**src/rtl/cstok_pkg.sv**
```systemverilog
// ----------------------------------------------------------------------------
// cstok_pkg
// Shared types, token codes and character classes for the C subset tokenizer.
// ----------------------------------------------------------------------------
package cstok_pkg;

  localparam logic [2:0] KIND_PUNCT   = 3'd0;
  localparam logic [2:0] KIND_INT     = 3'd1;
  localparam logic [2:0] KIND_KW_INT  = 3'd2;
  localparam logic [2:0] KIND_KW_RET  = 3'd3;
  localparam logic [2:0] KIND_IDENT   = 3'd4;
  localparam logic [2:0] KIND_UNKNOWN = 3'd5;

  localparam logic [30:0] INT_SAT = 31'h7FFF_FFFF;

  typedef enum logic [1:0] {
    MODE_IDLE = 2'd0,
    MODE_NUM  = 2'd1,
    MODE_WORD = 2'd2
  } mode_t;

  typedef enum logic [3:0] {
    S_IDLE  = 4'b0001,
    S_FLUSH = 4'b0010,
    S_WORD  = 4'b0100,
    S_TAIL  = 4'b1000
  } state_t;

  // controller to datapath
  typedef struct packed {
    logic accept;
    logic emit_flush;
    logic rd_start;
    logic emit_char;
    logic rd_next;
    logic emit_tail;
    logic start;
  } cmd_t;

  // datapath to controller
  typedef struct packed {
    logic cont;
    logic mode_idle;
    logic word_ident;
    logic tail;
    logic replay_last;
    logic out_free;
  } status_t;

  function automatic logic is_num_char(input logic [7:0] c);
    return (c >= 8'h30) && (c <= 8'h39);
  endfunction

  function automatic logic is_alpha(input logic [7:0] c);
    return (c == 8'h5F) || ((c >= 8'h61) && (c <= 8'h7A)) ||
           ((c >= 8'h41) && (c <= 8'h5A));
  endfunction

  function automatic logic is_space(input logic [7:0] c);
    return (c == 8'h20) || ((c >= 8'h09) && (c <= 8'h0D));
  endfunction

  function automatic logic is_punct(input logic [7:0] c);
    logic r;
    case (c) inside
      8'h7B, 8'h7D, 8'h28, 8'h29, 8'h3B, 8'h2D,
      8'h7E, 8'h21, 8'h2B, 8'h2A, 8'h2F: r = 1'b1;
      default:                           r = 1'b0;
    endcase
    return r;
  endfunction

  // "int"
  function automatic logic [7:0] kw_int_at(input logic [2:0] i);
    logic [7:0] r;
    case (i)
      3'd0:    r = 8'h69;
      3'd1:    r = 8'h6E;
      3'd2:    r = 8'h74;
      default: r = 8'h00;
    endcase
    return r;
  endfunction

  // "return"
  function automatic logic [7:0] kw_ret_at(input logic [2:0] i);
    logic [7:0] r;
    case (i)
      3'd0:    r = 8'h72;
      3'd1:    r = 8'h65;
      3'd2:    r = 8'h74;
      3'd3:    r = 8'h75;
      3'd4:    r = 8'h72;
      3'd5:    r = 8'h6E;
      default: r = 8'h00;
    endcase
    return r;
  endfunction

endpackage

```
**src/rtl/cstok_ram.sv**
```systemverilog
// ----------------------------------------------------------------------------
// cstok_ram
// Generic single-write, single-read RAM with registered read data.
// ----------------------------------------------------------------------------
module cstok_ram #(
  parameter int WIDTH = 8,
  parameter int DEPTH = 32
) (
  input  logic                     clk,
  input  logic                     we,
  input  logic [$clog2(DEPTH)-1:0] waddr,
  input  logic [WIDTH-1:0]         wdata,
  input  logic                     re,
  input  logic [$clog2(DEPTH)-1:0] raddr,
  output logic [WIDTH-1:0]         rdata
);

  logic [WIDTH-1:0] mem [DEPTH];

  always_ff @(posedge clk) begin
    if (we) begin
      mem[waddr] <= wdata;
    end
    if (re) begin
      rdata <= mem[raddr];
    end
  end

endmodule

```
**src/rtl/cstok_ctrl.sv**
```systemverilog
// ----------------------------------------------------------------------------
// cstok_ctrl
// Sequencer: takes a byte, then walks flush, identifier replay and the
// trailing token of the byte that ended the previous token.
// ----------------------------------------------------------------------------
module cstok_ctrl
  import cstok_pkg::*;
(
  input  logic    clk,
  input  logic    rst,
  input  logic    in_valid,
  output logic    in_stall,
  input  status_t sts,
  output cmd_t    cmd
);

  state_t state, state_next;

  always_ff @(posedge clk) begin
    if (rst) begin
      state <= S_IDLE;
    end else begin
      state <= state_next;
    end
  end

  assign in_stall = (state != S_IDLE);

  always_comb begin
    cmd        = '0;
    state_next = state;
    unique case (state)
      S_IDLE: begin
        if (in_valid) begin
          cmd.accept = 1'b1;
          if (!sts.cont) begin
            state_next = S_FLUSH;
          end
        end
      end
      S_FLUSH: begin
        if (sts.mode_idle) begin
          // nothing pending, go straight to the trailing token
          if (!sts.tail) begin
            cmd.start  = 1'b1;
            state_next = S_IDLE;
          end else if (sts.out_free) begin
            cmd.emit_tail = 1'b1;
            cmd.start     = 1'b1;
            state_next    = S_IDLE;
          end
        end else if (sts.word_ident) begin
          cmd.rd_start = 1'b1;
          state_next   = S_WORD;
        end else if (sts.out_free) begin
          cmd.emit_flush = 1'b1;
          state_next     = S_TAIL;
        end
      end
      S_WORD: begin
        if (sts.out_free) begin
          cmd.emit_char = 1'b1;
          if (sts.replay_last) begin
            state_next = S_TAIL;
          end else begin
            cmd.rd_next = 1'b1;
          end
        end
      end
      S_TAIL: begin
        if (!sts.tail) begin
          cmd.start  = 1'b1;
          state_next = S_IDLE;
        end else if (sts.out_free) begin
          cmd.emit_tail = 1'b1;
          cmd.start     = 1'b1;
          state_next    = S_IDLE;
        end
      end
      default: begin
        state_next = S_IDLE;
      end
    endcase
  end

  a_end_goes_flush: assert property (@(posedge clk) disable iff (rst)
    (cmd.accept && !sts.cont) |=> (state == S_FLUSH))
    else $error("token end did not enter flush");

  a_read_goes_word: assert property (@(posedge clk) disable iff (rst)
    cmd.rd_start |=> (state == S_WORD))
    else $error("replay read without replay state");

  a_start_goes_idle: assert property (@(posedge clk) disable iff (rst)
    cmd.start |=> (state == S_IDLE))
    else $error("token start did not return to idle");

endmodule

```
**src/rtl/cstok_dp.sv**
```systemverilog
// ----------------------------------------------------------------------------
// cstok_dp
// Datapath: literal accumulator, word buffer with keyword tracking, held
// terminating byte and the result register.
// ----------------------------------------------------------------------------
module cstok_dp
  import cstok_pkg::*;
#(
  parameter int MAX_IDENT_LEN = 32
) (
  input  logic        clk,
  input  logic        rst,
  input  cmd_t        cmd,
  output status_t     sts,
  input  logic [7:0]  char_in,
  input  logic        end_of_stream,
  output logic        out_valid,
  input  logic        out_stall,
  output logic [2:0]  token_kind,
  output logic [7:0]  token_char,
  output logic [30:0] int_value,
  output logic        value_overflow,
  output logic        text_truncated,
  output logic        text_end,
  output logic        last
);

  localparam int LEN_W  = $clog2(MAX_IDENT_LEN + 1);
  localparam int ADDR_W = $clog2(MAX_IDENT_LEN);
  localparam logic [LEN_W-1:0] MAX_LEN = LEN_W'(MAX_IDENT_LEN);

  mode_t             mode;
  logic [30:0]       accum;
  logic              ovf;
  logic [LEN_W-1:0]  len;
  logic              trunc;
  logic              kw_int_ok;
  logic              kw_ret_ok;
  logic [7:0]        c_hold;
  logic              eos_hold;
  logic [LEN_W-1:0]  rd_idx;

  logic              cont;
  logic              room;
  logic [34:0]       accum_wide;
  logic              accum_sat;
  logic              kw_int_match;
  logic              kw_ret_match;
  logic              hold_digit;
  logic              hold_alpha;
  logic              tail;
  logic [LEN_W-1:0]  rd_idx_inc;
  logic              replay_last;
  logic              out_free;
  logic              emit;

  logic              ram_we;
  logic [ADDR_W-1:0] ram_waddr;
  logic [7:0]        ram_wdata;
  logic              ram_re;
  logic [ADDR_W-1:0] ram_raddr;
  logic [7:0]        ram_rdata;

  assign cont = !end_of_stream &&
                (((mode == MODE_NUM) && is_num_char(char_in)) ||
                 ((mode == MODE_WORD) && (is_alpha(char_in) || is_num_char(char_in))));
  assign room = (len < MAX_LEN);

  // accum * 10 + digit as two shifts and two adds
  assign accum_wide = ({4'd0, accum} << 3) + ({4'd0, accum} << 1) +
                      {31'd0, char_in[3:0]};
  assign accum_sat  = (accum_wide > {4'd0, INT_SAT});

  assign kw_int_match = !trunc && kw_int_ok && (len == LEN_W'(3));
  assign kw_ret_match = !trunc && kw_ret_ok && (len == LEN_W'(6));

  assign hold_digit = !eos_hold && is_num_char(c_hold);
  assign hold_alpha = !eos_hold && is_alpha(c_hold);
  assign tail       = !eos_hold && !is_space(c_hold) && !is_num_char(c_hold) &&
                      !is_alpha(c_hold);

  assign rd_idx_inc  = rd_idx + LEN_W'(1);
  assign replay_last = (rd_idx_inc == len);
  assign out_free    = !out_valid || !out_stall;
  assign emit        = cmd.emit_flush || cmd.emit_char || cmd.emit_tail;

  assign sts.cont        = cont;
  assign sts.mode_idle   = (mode == MODE_IDLE);
  assign sts.word_ident  = (mode == MODE_WORD) && !kw_int_match && !kw_ret_match;
  assign sts.tail        = tail;
  assign sts.replay_last = replay_last;
  assign sts.out_free    = out_free;

  // a new word writes entry zero only after the old word has been replayed
  assign ram_we    = (cmd.accept && cont && (mode == MODE_WORD) && room) ||
                     (cmd.start && hold_alpha);
  assign ram_waddr = cmd.start ? '0 : len[ADDR_W-1:0];
  assign ram_wdata = cmd.start ? c_hold : char_in;
  assign ram_re    = cmd.rd_start || cmd.rd_next;
  assign ram_raddr = cmd.rd_start ? '0 : rd_idx_inc[ADDR_W-1:0];

  cstok_ram #(
    .WIDTH (8),
    .DEPTH (MAX_IDENT_LEN)
  ) u_word_ram (
    .clk   (clk),
    .we    (ram_we),
    .waddr (ram_waddr),
    .wdata (ram_wdata),
    .re    (ram_re),
    .raddr (ram_raddr),
    .rdata (ram_rdata)
  );

  always_ff @(posedge clk) begin
    if (rst) begin
      mode      <= MODE_IDLE;
      accum     <= '0;
      ovf       <= 1'b0;
      len       <= '0;
      trunc     <= 1'b0;
      kw_int_ok <= 1'b0;
      kw_ret_ok <= 1'b0;
      out_valid <= 1'b0;
    end else begin
      if (cmd.accept && cont) begin
        if (mode == MODE_NUM) begin
          accum <= accum_sat ? INT_SAT : accum_wide[30:0];
          if (accum_sat) begin
            ovf <= 1'b1;
          end
        end else if (room) begin
          len       <= len + LEN_W'(1);
          kw_int_ok <= kw_int_ok && (len < LEN_W'(3)) &&
                       (char_in == kw_int_at(len[2:0]));
          kw_ret_ok <= kw_ret_ok && (len < LEN_W'(6)) &&
                       (char_in == kw_ret_at(len[2:0]));
        end else begin
          trunc <= 1'b1;
        end
      end
      if (cmd.start) begin
        mode      <= hold_digit ? MODE_NUM : (hold_alpha ? MODE_WORD : MODE_IDLE);
        accum     <= hold_digit ? {27'd0, c_hold[3:0]} : '0;
        ovf       <= 1'b0;
        len       <= hold_alpha ? LEN_W'(1) : '0;
        trunc     <= 1'b0;
        kw_int_ok <= (c_hold == kw_int_at(3'd0));
        kw_ret_ok <= (c_hold == kw_ret_at(3'd0));
      end
      if (emit) begin
        out_valid <= 1'b1;
      end else if (!out_stall) begin
        out_valid <= 1'b0;
      end
    end
  end

  // payload registers
  always_ff @(posedge clk) begin
    if (cmd.accept && !cont) begin
      c_hold   <= char_in;
      eos_hold <= end_of_stream;
    end
    if (cmd.rd_start) begin
      rd_idx <= '0;
    end else if (cmd.rd_next) begin
      rd_idx <= rd_idx_inc;
    end
    if (cmd.emit_flush) begin
      token_kind     <= (mode == MODE_NUM) ? KIND_INT :
                        (kw_int_match ? KIND_KW_INT : KIND_KW_RET);
      token_char     <= '0;
      int_value      <= (mode == MODE_NUM) ? accum : '0;
      value_overflow <= (mode == MODE_NUM) && ovf;
      text_truncated <= 1'b0;
      text_end       <= 1'b0;
      last           <= !tail;
    end else if (cmd.emit_char) begin
      token_kind     <= KIND_IDENT;
      token_char     <= ram_rdata;
      int_value      <= '0;
      value_overflow <= 1'b0;
      text_truncated <= trunc;
      text_end       <= replay_last;
      last           <= replay_last && !tail;
    end else if (cmd.emit_tail) begin
      token_kind     <= is_punct(c_hold) ? KIND_PUNCT : KIND_UNKNOWN;
      token_char     <= c_hold;
      int_value      <= '0;
      value_overflow <= 1'b0;
      text_truncated <= 1'b0;
      text_end       <= 1'b0;
      last           <= 1'b1;
    end
  end

  a_emit_when_free: assert property (@(posedge clk) disable iff (rst)
    emit |-> out_free)
    else $error("result written over an untaken result");

  a_single_emit: assert property (@(posedge clk) disable iff (rst)
    $onehot0({cmd.emit_flush, cmd.emit_char, cmd.emit_tail}))
    else $error("more than one result source in a cycle");

  a_word_nonempty: assert property (@(posedge clk) disable iff (rst)
    (mode == MODE_WORD) |-> (len != '0))
    else $error("word mode with empty buffer");

endmodule

```
**src/rtl/c_subset_tokenizer.sv**
```systemverilog
// ----------------------------------------------------------------------------
// c_subset_tokenizer
// Byte-serial lexer for a small C subset: punctuation, saturating integer
// literals, the keywords int and return, and identifiers sent as text.
//
//   channel   dir   handshake           payload
//   in        in    in_valid/in_stall   char_in, end_of_stream
//   out       out   out_valid/out_stall token_kind, token_char, int_value,
//                                       value_overflow, text_truncated,
//                                       text_end, last
//
// a byte that continues a literal or word is taken while the sequencer stays idle
// a byte that ends a token stalls the input while the sequencer walks the
// flush of a literal or keyword, the replay of an identifier's stored characters
// from the word buffer RAM, one entry per cycle while the output is free, and
// the trailing token; out_stall holds the sequencer wherever it has a result to write
// rst is synchronous; no clearing pass, the word buffer is read only below
// its current length
// ----------------------------------------------------------------------------
module c_subset_tokenizer
  import cstok_pkg::*;
#(
  parameter int MAX_IDENT_LEN = 32
) (
  input  logic        clk,
  input  logic        rst,
  input  logic        in_valid,
  output logic        in_stall,
  input  logic [7:0]  char_in,
  input  logic        end_of_stream,
  output logic        out_valid,
  input  logic        out_stall,
  output logic [2:0]  token_kind,
  output logic [7:0]  token_char,
  output logic [30:0] int_value,
  output logic        value_overflow,
  output logic        text_truncated,
  output logic        text_end,
  output logic        last
);

  cmd_t    cmd;
  status_t sts;

  cstok_ctrl u_ctrl (
    .clk      (clk),
    .rst      (rst),
    .in_valid (in_valid),
    .in_stall (in_stall),
    .sts      (sts),
    .cmd      (cmd)
  );

  cstok_dp #(
    .MAX_IDENT_LEN (MAX_IDENT_LEN)
  ) u_dp (
    .clk            (clk),
    .rst            (rst),
    .cmd            (cmd),
    .sts            (sts),
    .char_in        (char_in),
    .end_of_stream  (end_of_stream),
    .out_valid      (out_valid),
    .out_stall      (out_stall),
    .token_kind     (token_kind),
    .token_char     (token_char),
    .int_value      (int_value),
    .value_overflow (value_overflow),
    .text_truncated (text_truncated),
    .text_end       (text_end),
    .last           (last)
  );

endmodule
```
**config.mk**
```make
export PLATFORM = sky130hd
export DESIGN_NAME = c_subset_tokenizer
export DESIGN_NICKNAME = d
export VERILOG_FILES = /design/src/rtl/cstok_pkg.sv /design/src/rtl/cstok_ram.sv /design/src/rtl/cstok_ctrl.sv /design/src/rtl/cstok_dp.sv /design/src/rtl/c_subset_tokenizer.sv
export SDC_FILE = /design/constraint.sdc
export NUM_CORES = 1
export LEC_CHECK = 0
export BUFFER_PORTS_ARGS = -buffer_cell sky130_fd_sc_hd__buf_2
export CAP_MARGIN = 5
export CORE_MARGIN = 4
export CORE_UTILIZATION = 60
export CTS_CLUSTER_DIAMETER = 120
export CTS_CLUSTER_SIZE = 20
export DETAILED_ROUTE_END_ITERATION = 6
export PLACE_DENSITY = 0.87
export SETUP_SLACK_MARGIN = 0.1
export SLEW_MARGIN = 20
export SYNTH_ARGS = -nofsm -noshare
export SYNTH_HDL_FRONTEND = slang
export SYNTH_SLANG_ARGS = --single-unit
```
**constraint.sdc**
```tcl
create_clock -name clk -period 4.3 [get_ports clk]
set_clock_uncertainty 0.15 [all_clocks]
set_input_delay 0 -clock clk [delete_from_list [all_inputs] [get_ports clk]]
set_output_delay 0 -clock clk [all_outputs]
set_load 0.02 [all_outputs]
```
==> flow_metrics.py <==
metrics = {
    "placement": {
        "placed_cells": 2007,
        "place.gp.congestion": 0.9668,
        "place_area_um2": 18750,
        "place_ws_ns": 0.4721,
        "dp_hpwl_um": 29930,
        "io_buffer_count": 60,
    },
    "clocking": {
        "cts.sink_count": 373,
        "htreeDepth": 1,
        "ctsLongestPathBuffers": 3,
        "post_cts_buffers": 0,
        "tritoncts": "built",
        "cts_buffers": 22,
        "path_clk_slew_ns": 0.09,
        "cts-root-buf": "clkbuf_16",
        "clk_latency_ns": 0.54,
    },
    "critical_path": {
        "critPathCaptureType": "flip-flop",
        "path_common_cell": "inv_1",
        "worstSetupEndpoint": "u_dp.accum[14]",
        "crit_arrival_ns": 4.09,
        "required_ns": 4.51,
        "slowest_stage": "nor3b_1",
        "r2r_slack_ns": 0.42,
        "timing.rr.end": "u_dp.accum[14]",
        "critPathLaunchType": "flip-flop",
        "path_class": "flip-flop to flip-flop",
        "r2r_cells": 13,
        "r2r_start": "u_dp.accum[0]",
        "critical_path.max_stage_delay_ns": 0.45,
        "critPathMaxFanout": 15,
        "path_cells": "inv_1 -> fa_1 -> inv_1 -> ha_1 -> nor2b_1 -> o21ba_2 -> o2111a_1 -> nor3b_1 -> o21ai_0 -> nor4_1 -> o211ai_2 -> nor2_4 -> a211oi_1",
        "critPathLaunch": "u_dp.accum[0]",
    },
    "logic_synthesis": {
        "synthCells": 1617,
        "netlist_area_um2": 18090,
        "synth_edf_count": 309,
        "netlist_top_cells_count": "edfxtp_1 (309), nor2_1 (168), nand2_1 (164)",
        "synthFlopType": "edfxtp_1",
        "ys_types": 79,
        "ys_ff_latch": 373,
        "synth_warnings": 0,
        "synth_nets": 1699,
        "syn_area_per_cell_um2": 11.19,
        "yosysTopAreaCellShare_pct": 51.30,
        "yosysMostFrequentCell": "edfxtp_1",
        "yosysSeqAreaShare_pct": 58.38,
        "ys_async_sr_fraction_pct": 0,
        "synth_area_leaders": "edfxtp_1 (51%), dfxtp_1 (7.1%), ha_1 (4.6%), a21oi_1 (3.6%), nor2_1 (3.5%)",
        "synth_area_leader_cell": "edfxtp_1",
    },
    "timing": {
        "final.period_utilization_pct": 90.20,
        "fmax_mhz": 257.8,
        "rsz0062_at_grt": "no",
        "worstMarginPinSlew_ns": 0.9651,
        "slew_violations": 0,
        "period_needed_ns": 3.878,
        "setup_viol": 0,
        "setup_slack_ns": 0.4216,
        "slew_headroom_pct": 35.36,
        "finalHoldViolCount": 0,
        "tns_ns": 0,
    },
    "global_route": {
        "grt_overflow": 0,
        "grt_start_max_net_pins": 68,
        "antenna_found_initial": 0,
        "gr-usage-all-layers_pct": 26.70,
        "grt_pass1_wl_um": 71160,
        "grt_pass1_vias": 12720,
    },
    "pwr": {
        "switching_share_pct": 23.34,
        "total_power_mw": 6.770,
        "irDropWorstVdd_uv": 331.2,
        "p_sw_mw": 1.580,
        "pwr-share-comb_pct": 8.2,
        "p_clk_share_pct": 31.7,
        "internal-power_mw": 5.190,
        "p_seq_share_pct": 60.2,
        "p_per_area_nw_per_um2": 346.5,
        "p_leak_nw": 6.906,
    },
    "route": {
        "dr.pass1.iters": 7,
        "drt-total-wl_um": 45560,
        "ant_nets": 0,
        "vias": 13630,
        "drc": 0,
        "drt-wirelength-per-cell_um": 22.12,
        "via_per_inst": 6.615,
        "initialDrtViolationCount": 1963,
    },
    "die": {
        "die_h_um": 181.6,
        "die-area_um2": 32990,
        "start_util_pct": 60.86,
        "die_x_um": 181.6,
        "ios": 61,
        "coreArea_um2": 29720,
        "rows": 63,
    },
    "run": {
        "maxCapViolCount": 0,
    },
    "finish": {
        "diodes": 0,
        "fin_nets": 1736,
        "final_cells": 2060,
        "area_growth_syn_to_layout_pct": 8.004,
        "drive_gt1_share_pct": 10.00,
        "design_area_um2": 19540,
    },
    "run_status": {
        "status": "complete, no violations",
    },
    "hold_path": {
        "hp-class": "input pin to flip-flop",
    },
}
==> worst max-delay path, delay by kind of cell (launching register included) <==
kind            cells  cell delay, ns
fa+ha+maj           2            0.65
compound gates      5            1.00
simple gates        4            1.36
buf+inv             2            0.16
flops               1            0.37
==> through the flow <==
step,hold WS (ns),utilization [%]
2_1_floorplan,-0.05113,-
3_3_place_gp,0.06751,63.11
3_5_place_dp,0.07857,63.11
4_1_cts,0.06359,65.72
5_1_grt,0.08483,65.74
6_report,0.08863,65.74
==> cell usage in the layout (no fill, tap or decap), drive strengths merged, types with 11 or more instances in the layout <==
master,instances
a211oi,33
a21o,12
a21oi,133
a31oi,49
and2,40
and3,19
buf,104
clkbuf,39
dfxtp,64
dlygate4sd3,13
edfxtp,309
ha,67
inv,38
nand2,165
nand2b,41
nand3,22
nand4,11
nor2,169
nor3,24
nor4,17
o211ai,36
o21ai,43
o22ai,19
o311ai,32
xnor2,28
xor2,20
==> registers in the layout (all words and copies together), names as in the netlist, 4 cells and up <==
name	count
u_dp.c_hold	8
u_dp.accum	31
u_dp.token_char	8
u_dp.rd_idx	6
u_dp.len	6
u_dp.u_word_ram.mem	256
u_dp.int_value	31
u_dp.u_word_ram.rdata	8
u_ctrl.state	4
==> area by class of cell <==
class / instances / area (um2)
Multi-Input combinational cell: 1102 / 6923
Sequential cell: 373 / 10560
Timing Repair Buffer: 117 / 773.2
Inverter: 38 / 142.6
Tap cell: 390 / 488.0
Clock buffer: 39 / 635.6
Clock inverter: 1 / 8.758
Fill cell: 2106 / 10180
==> power by group through the flow <==
stage	logic, mW	clock network, mW	registers (mW)
final	0.553	2.14	4.07
after floorplan	0.306	0	4.18
after global placement	0.506	0	4.15
after CTS	0.537	2.15	4.07
after detailed placement	0.522	0	4.15
after global routing	0.596	2.29	4.08
==> cell families (layout without fill, tap and decap cells) <==
family | after synthesis | count (layout) | share of synthesized area [%]
buffers and inverters | 142 | 195 | 3.473
adder cells (fa/ha/maj) | 69 | 69 | 4.856
XOR/XNOR | 48 | 48 | 2.324
AO/OA/AOI/OAI | 423 | 423 | 15.48
multiplexers | 14 | 14 | 0.8301
flip-flops | 373 | 373 | 58.38
AND/OR/NAND/NOR | 548 | 548 | 14.65
==> worst min-delay path by stage <==
stage                  startpoint             end  slack (ns)  cells after the start
finish              end_of_stream   u_dp.eos_hold        0.09                      2
detailed placement  end_of_stream   u_dp.eos_hold        0.08                      1
floorplan              char_in[0]  u_dp.c_hold[0]       -0.05                      0
global placement    end_of_stream   u_dp.eos_hold        0.07                      1
CTS                 end_of_stream   u_dp.eos_hold        0.06                      2
global route        end_of_stream   u_dp.eos_hold        0.08                      2
==> layer usage <==
layer  track usage (%)  vias to the layer above  part of all wire, %
li1                  -                     6126                    -
met5                 0                        -                    0
met1             38.42                     6529                   40
met2             42.03                      841                   46
met4             7.445                        0                  3.1
met3             5.108                      131                   11
==> repair_timing <==
| item | CTS | global route |
|---|---|---|
| hold buffers | 13 | 0 |
| resized for setup | 0 | 0 |
| endpoints found under the hold margin | 32 | 0 |
No activity file was read; power rests on OpenSTA's default activity.
